### src/hw/rtl/ail_pkg.sv
// shared types and constants for the analog input linearizer
`default_nettype none
package ail_pkg;
  localparam int unsigned CFG_IDX_W = 3;
  localparam int unsigned CFG_DATA_W = 32;
  localparam int unsigned VAL_W = 48;
  localparam int unsigned RAW_W = 33;

  typedef enum logic [CFG_IDX_W-1:0] {
    REG_SIG_OFFSET    = 3'd0,
    REG_SIG_GAIN      = 3'd1,
    REG_SENSOR_MODE   = 3'd2,
    REG_SENSOR_C0     = 3'd3,
    REG_SENSOR_C1     = 3'd4,
    REG_SENSOR_C2     = 3'd5,
    REG_FILTER_ALPHA  = 3'd6,
    REG_SAMPLE_FORMAT = 3'd7
  } cfg_reg_t;

  localparam logic [2:0] MODE_PASS  = 3'd0;
  localparam logic [2:0] MODE_LIN   = 3'd1;
  localparam logic [2:0] MODE_QUAD  = 3'd2;
  localparam logic [2:0] MODE_ROOT  = 3'd3;
  localparam logic [2:0] MODE_SROOT = 3'd4;

  localparam logic [2:0] FMT_I8  = 3'd0;
  localparam logic [2:0] FMT_U8  = 3'd1;
  localparam logic [2:0] FMT_I16 = 3'd2;
  localparam logic [2:0] FMT_U16 = 3'd3;
  localparam logic [2:0] FMT_I24 = 3'd4;
  localparam logic [2:0] FMT_U24 = 3'd5;
  localparam logic [2:0] FMT_I32 = 3'd6;

  localparam logic signed [VAL_W-1:0] POS_LIM = {1'b0, {(VAL_W-1){1'b1}}};
  localparam logic signed [VAL_W-1:0] NEG_LIM = {1'b1, {(VAL_W-1){1'b0}}};

  // datapath operations
  typedef enum logic [3:0] {
    OP_NONE,
    OP_DECODE,   // decode raw, form signal value
    OP_LIN,      // c0 + c1*raw
    OP_MUL,      // acc = sat(mul(x, y)), three partial steps then write
    OP_ADD,      // acc = sat(acc + addend)
    OP_ROOT_INIT,
    OP_ROOT_STEP,
    OP_ROOT_FIX, // apply sign after root scale
    OP_ROOT_CLR, // root of a negative argument answers zero
    OP_FILT,
    OP_COMMIT
  } op_t;

  typedef enum logic [2:0] {
    SEL_SIG, SEL_ACC, SEL_C1, SEL_C2, SEL_ROOT, SEL_C0
  } sel_t;

  typedef struct packed {
    op_t  op;
    sel_t mul_a;
    sel_t mul_b;
    sel_t add_b;
  } dp_cmd_t;

  typedef struct packed {
    logic root_done;
    logic mul_done;
  } dp_status_t;

  // decode raw sample word
  function automatic logic signed [RAW_W-1:0] decode_raw(input logic [31:0] w,
                                                         input logic [3:0] fmt);
    logic [31:0] sw;
    logic [15:0] h;
    logic [23:0] t;
    logic signed [RAW_W-1:0] r;
    sw = {w[7:0], w[15:8], w[23:16], w[31:24]};
    h = fmt[3] ? {w[7:0], w[15:8]} : w[15:0];
    t = fmt[3] ? {w[7:0], w[15:8], w[23:16]} : w[23:0];
    case (fmt[2:0])
      FMT_I8:  r = RAW_W'(signed'(w[7:0]));
      FMT_U8:  r = RAW_W'(w[7:0]);
      FMT_I16: r = RAW_W'(signed'(h));
      FMT_U16: r = RAW_W'(h);
      FMT_I24: r = RAW_W'(signed'(t));
      FMT_U24: r = RAW_W'(t);
      FMT_I32: r = RAW_W'(signed'(fmt[3] ? sw : w));
      default: r = {1'b0, (fmt[3] ? sw : w)};
    endcase
    return r;
  endfunction
endpackage
`default_nettype wire

### src/hw/rtl/ail_ctrl.sv
// sequencing state machine for one sample
`default_nettype none
module ail_ctrl (
  input  wire logic                clk,
  input  wire logic                rst,
  input  wire logic                in_fire,
  input  wire logic                out_ready,
  input  wire logic [2:0]          sensor_mode,
  input  wire ail_pkg::dp_status_t status,
  output ail_pkg::dp_cmd_t         cmd,
  output logic                     busy,
  output logic                     out_valid
);
  import ail_pkg::*;
  typedef enum logic [3:0] {
    S_IDLE, S_DEC, S_MODE, S_Q1, S_Q2, S_Q3, S_Q4, S_R1, S_R2, S_RI, S_RS,
    S_RM, S_RF, S_FILT, S_COMMIT, S_OUT
  } state_t;
  state_t state;
  logic mode_sroot;

  always_ff @(posedge clk) begin
    if (rst) begin
      state <= S_IDLE;
      out_valid <= 1'b0;
    end else begin
      unique case (state)
        S_IDLE: if (in_fire) state <= S_DEC;
        S_DEC: state <= S_MODE;
        S_MODE: begin
          case (sensor_mode) inside
            MODE_QUAD: state <= S_Q1;
            MODE_ROOT, MODE_SROOT: state <= S_R1;
            default: state <= S_FILT;
          endcase
        end
        S_Q1: if (status.mul_done) state <= S_Q2;
        S_Q2: state <= S_Q3;
        S_Q3: if (status.mul_done) state <= S_Q4;
        S_Q4: state <= S_FILT;
        S_R1: if (status.mul_done) state <= S_R2;
        S_R2: state <= S_RI;
        S_RI: state <= S_RS;
        S_RS: if (status.root_done) state <= S_RM;
        S_RM: if (status.mul_done) state <= S_RF;
        S_RF: state <= S_FILT;
        S_FILT: state <= S_COMMIT;
        S_COMMIT: begin
          state <= S_OUT;
          out_valid <= 1'b1;
        end
        S_OUT: if (out_ready) begin
          state <= S_IDLE;
          out_valid <= 1'b0;
        end
        default: state <= S_IDLE;
      endcase
    end
  end

  assign mode_sroot = (sensor_mode == MODE_SROOT);

  always_comb begin
    cmd = '{op: OP_NONE, mul_a: SEL_SIG, mul_b: SEL_SIG, add_b: SEL_C0};
    unique case (state)
      S_DEC: cmd.op = OP_DECODE;
      S_MODE: if (sensor_mode == MODE_LIN) cmd.op = OP_LIN;
      S_Q1: begin cmd.op = OP_MUL; cmd.mul_a = SEL_SIG; cmd.mul_b = SEL_C2; end
      S_Q2: begin cmd.op = OP_ADD; cmd.add_b = SEL_C1; end
      S_Q3: begin cmd.op = OP_MUL; cmd.mul_a = SEL_SIG; cmd.mul_b = SEL_ACC; end
      S_Q4: begin cmd.op = OP_ADD; cmd.add_b = SEL_C0; end
      S_R1: begin cmd.op = OP_MUL; cmd.mul_a = SEL_C1; cmd.mul_b = SEL_SIG; end
      S_R2: begin cmd.op = OP_ADD; cmd.add_b = SEL_C0; end
      S_RI: cmd.op = OP_ROOT_INIT;
      S_RS: if (!status.root_done) cmd.op = OP_ROOT_STEP;
      S_RM: begin cmd.op = OP_MUL; cmd.mul_a = SEL_C2; cmd.mul_b = SEL_ROOT; end
      S_RF: cmd.op = mode_sroot ? OP_ROOT_FIX : OP_ROOT_CLR;
      S_FILT: cmd.op = OP_FILT;
      S_COMMIT: cmd.op = OP_COMMIT;
      default: ;
    endcase
  end

  assign busy = (state != S_IDLE);
endmodule
`default_nettype wire

### config.mk
export PLATFORM = sky130hd
export DESIGN_NAME = ail_ctrl
export DESIGN_NICKNAME = d
export VERILOG_FILES = /design/src/hw/rtl/ail_pkg.sv /design/src/hw/rtl/ail_ctrl.sv
export SDC_FILE = /design/constraint.sdc
export NUM_CORES = 1
export LEC_CHECK = 0
export BUFFER_PORTS_ARGS = -buffer_cell sky130_fd_sc_hd__buf_4
export CORE_UTILIZATION = 40
export CTS_CLUSTER_DIAMETER = 60
export DETAILED_ROUTE_END_ITERATION = 16
export PLACE_DENSITY_LB_ADDON = 0.15
export SETUP_SLACK_MARGIN = 0.02
export SYNTH_ARGS = -nofsm -noshare
export SYNTH_HDL_FRONTEND = slang
export SYNTH_SLANG_ARGS = --single-unit
### constraint.sdc
create_clock -name clk -period 4.4 [get_ports clk]
set_input_delay 0.44 -clock clk [delete_from_list [all_inputs] [get_ports clk]]
set_output_delay 0.44 -clock clk [all_outputs]
set_load 0.02 [all_outputs]
==> impl.org <==
** Floorplan
- For this design the top-level I/O count stands at 24.
- The core region is roughly 0.0013 sq mm.
- From left edge to right edge, the die measures between 30 and 40 um.
- The die covers between 0.0015 and 0.002 sq mm.
- Die H :: approximately 40 um
- After floorplanning, the core was divided into 13 placement rows.
- Initial Util :: 0.428

** Clocking
- The number of setup buffers added after CTS is 0.
- In this run the number of H-tree levels came out at 1.
- CTS Root Buffer Type :: sky130_fd_sc_hd__clkbuf_4
- Number of clock buffers inserted by TritonCTS :: 3
- Counting every sink on the clock net gives 5.
- The later pin in the worst-skew pair is clocked with a latency of 0.26 ns.
- Buffers inserted to repair hold after CTS numbered 0.
- TritonCTS built the clock tree.
- Clock buffer depth :: 2
- Register clock-pin slew on the reported worst setup and hold paths :: around 0.050 ns
- PostCTS Resize Cnt :: 0

** Finish
- Of the cells placed in the final design, the portion with a size suffix greater than 1 is 0.316.
- NumNets Final :: 105
- Measured on the finished design, the core utilization comes to 0.542.
- Counting the fill cells in the layout gives 141.
- Commonest non-fill, non-tap cell in the layout :: sky130_fd_sc_hd__buf_4
- Synthesis-to-finish area growth :: 26.7%
- Excluding fillers, the count of instances in the completed layout stands at between 100 and 150.
- The number of antenna diodes in the final layout is 0.
- Most frequent cells in the layout :: sky130_fd_sc_hd__buf_4 (22), sky130_fd_sc_hd__nand2b_1 (8), sky130_fd_sc_hd__nor2_1 (8)

** Worst setup path
- Of all nets on the critical path, the largest fanout is 19.
- STA classifies the critical path startpoint as a flop.
- For the worst setup path, the data arrival time is between 1.5 and 2 ns.
- Startpoint of the most critical register-to-register path :: state[0]$_SDFFE_PP0P_
- Crit Path Category :: flop to primary output
- The worst register-to-register path has a setup slack of around 2.5 ns.
- Worst r2r path cells :: 5
- End of the worst register-to-register path :: state[3]$_SDFFE_PP0P_
- STA classifies the critical path endpoint as a primary output.
- Beginning of the critical path :: state[2]$_SDFFE_PP0P_
- At the worst endpoint, the required time is roughly 4.0 ns.
- Critical Path End :: cmd[1]

** Routing
- Final ANT Viol Nets :: 0
- DRT iter0 DRCs :: 15
- After detailed routing, the number of vias per cell comes to around 5.5.
- The routed layout has roughly 610 vias.
- Post-route DRC violation count :: 0
- Post-Route WL :: 1280 um
- For this run, the detailed router's first-pass iteration total came to 4.
- Dividing the detail-routed wire length by the instance count gives roughly 12 um.

** Min path
- In this run the worst hold path is classified as primary input to flop.
- In this run the most critical hold path is launched from rst.

** STA
- Fin. max-slew vios :: 0
- Final clock skew :: 0.0115 ns
- The worst path in the final design needs a cycle of around 2.1 ns, including I/O delays and setup.
- Worst slew margin :: 0.562
- Post-Route Setup TNS :: 0 ns
- Timing would allow up to around 470 MHz.
- Final setup vio count :: 0
- Setup repair after global routing left no endpoint under its margin.
- Worst-margin pin slew :: between 0.6 and 0.7 ns
- Of the available clock period, the critical path in the final layout requires 0.486.
- Fin. Hold Viols :: 0

** Synth
- Syn_nets :: 88
- Cells after synthesis :: about 80
- Post-Syn Area :: between 500 and 600 sq um
- Mean instance size in the synthesized netlist :: 7.05 sq um
- Of the synthesized area, sequential elements account for 0.180.
- Synth unique cells :: 31
- Yosys printed 0 warnings.
- Flops & latches, synth :: 5
- Library cell with the largest summed area after synthesis :: sky130_fd_sc_hd__dfxtp_1
- By area the synthesized netlist is led by sky130_fd_sc_hd__dfxtp_1 (18%), sky130_fd_sc_hd__nand2b_1 (9.0%), sky130_fd_sc_hd__a31oi_1 (6.7%).
- Proportion of netlist area held by the largest area contributor :: 0.180

** Place
- Routability-driven placement finished with a final weighted congestion of between 0.7 and 0.8.
- Post-DP HPWL :: between 800 and 900 um
- Cell Count Post-Placement :: approximately 110
- Count of buffers from port buffering :: 22

** GRT
- Initial antenna violation count :: 0
- Entering global routing, the biggest net connects 21 pins.
- Gr usage total :: 0.172
- Number of global-route vias before repair :: between 400 and 500
- First-pass GRT wire length :: ~1800 um
- Global routing finished with a remaining overflow of 0.

** Run
- MaxCap Viol Count :: 0

** Power
- For this design the ratio of total power to cell area is 568 mW/mm^2.
- Worst supply voltage drop on vdd :: between 200 and 250 uV
- Static leakage :: 0.292 nW

** Status
- Status :: finished clean
==> cell usage after synthesis <==
cell type and n:
sky130_fd_sc_hd__o21ai_1 1, sky130_fd_sc_hd__o41ai_1 1, sky130_fd_sc_hd__nor2_4 1, sky130_fd_sc_hd__a21oi_1 7, sky130_fd_sc_hd__dfxtp_1 5, sky130_fd_sc_hd__conb_1 1, sky130_fd_sc_hd__a311oi_4 1, sky130_fd_sc_hd__nor3b_1 3
sky130_fd_sc_hd__inv_2 1, sky130_fd_sc_hd__clkbuf_1 4, sky130_fd_sc_hd__o21ai_0 4, sky130_fd_sc_hd__or3b_1 1, sky130_fd_sc_hd__or3_1 2, sky130_fd_sc_hd__nor2_1 8, sky130_fd_sc_hd__nand3b_1 1, sky130_fd_sc_hd__a211oi_1 1
sky130_fd_sc_hd__or4_4 1, sky130_fd_sc_hd__nand4_1 1, sky130_fd_sc_hd__nand2_1 4, sky130_fd_sc_hd__buf_4 4, sky130_fd_sc_hd__nor2b_1 2, sky130_fd_sc_hd__a21oi_2 1, sky130_fd_sc_hd__buf_6 1, sky130_fd_sc_hd__a41o_1 1
sky130_fd_sc_hd__buf_2 1, sky130_fd_sc_hd__xnor2_1 1, sky130_fd_sc_hd__inv_1 2, sky130_fd_sc_hd__nand2b_1 8, sky130_fd_sc_hd__a31oi_1 6, sky130_fd_sc_hd__o21bai_1 2, sky130_fd_sc_hd__nor3_1 2
==> worst min path at each step <==
stage,endpoint,slack (ns),cells past startpoint
5_1_grt,state[1]$_SDFFE_PP0P_,0.39,2
3_5_place_dp,out_valid$_SDFFE_PP0P_,0.53,2
4_1_cts,state[1]$_SDFFE_PP0P_,0.38,2
6_report,out_valid$_SDFFE_PP0P_,0.38,2
3_3_place_gp,out_valid$_SDFFE_PP0P_,0.48,2
2_1_floorplan,state[1]$_SDFFE_PP0P_,0.51,1
==> critical path, cell delays in order (launching register included) <==
cell and delay (ns):
sky130_fd_sc_hd__dfxtp_1 0.66, sky130_fd_sc_hd__nand2b_1 0.19, sky130_fd_sc_hd__or3_1 0.39, sky130_fd_sc_hd__inv_2 0.06, sky130_fd_sc_hd__buf_4 0.13
==> area by class of cell <==
class                   count  area (sq um)  area share
clock buffers               4          26.3      0.0372
inverters                   3          11.3      0.0160
multi-input cells          61           384       0.544
flip-flops and latches      5           100       0.142
well taps                  15          18.8      0.0266
repair buffers             22           165       0.234
==> layer usage <==
layer | part of all wire | vias to the layer above | GRT usage | routed length, um
li1 | - | 307 | - | -
met5 | 0 | - | 0 | 0
met2 | 0.45 | 20 | 0.279 | 572
met1 | 0.48 | 276 | 0.227 | 610
met4 | 0.023 | 0 | 0.0776 | 29
met3 | 0.051 | 3 | 0.0170 | 65
==> cells by family after synthesis <==
| logic type | after synthesis | synth area share |
|---|---|---|
| DFF | 5 | 0.180 |
| and+or+nand+nor | 34 | 0.355 |
| xor gates and xnor gates | 1 | 0.0157 |
| AOI/OAI and AO/OA | 25 | 0.312 |
| other | 1 | 0.00674 |
| buffers and inverters | 13 | 0.130 |
==> stage by stage <==
step	hold WS [ns]	setup slack (ns)	power, mW	cell area, sq um
after floorplan	0.509	2.53	0.286	557
after global placement	0.477	2.54	0.340	679
after detailed placement	0.526	2.51	0.341	679
after CTS	0.384	2.26	0.400	706
after global routing	0.392	2.11	0.428	706
final	0.384	2.26	0.401	706
==> report_power, final <==
group          switching (mW)  internal, mW
Combinational           0.115         0.111
Sequential             0.0580        0.0576
Clock                  0.0239        0.0346
Total                   0.197         0.203
==> sequential cells by signal, summed over array words and instances, names as in the netlist <==
| name | cells |
|---|---|
| out_valid | 1 |
| state | 4 |
(Power assumes the default switching activity.)
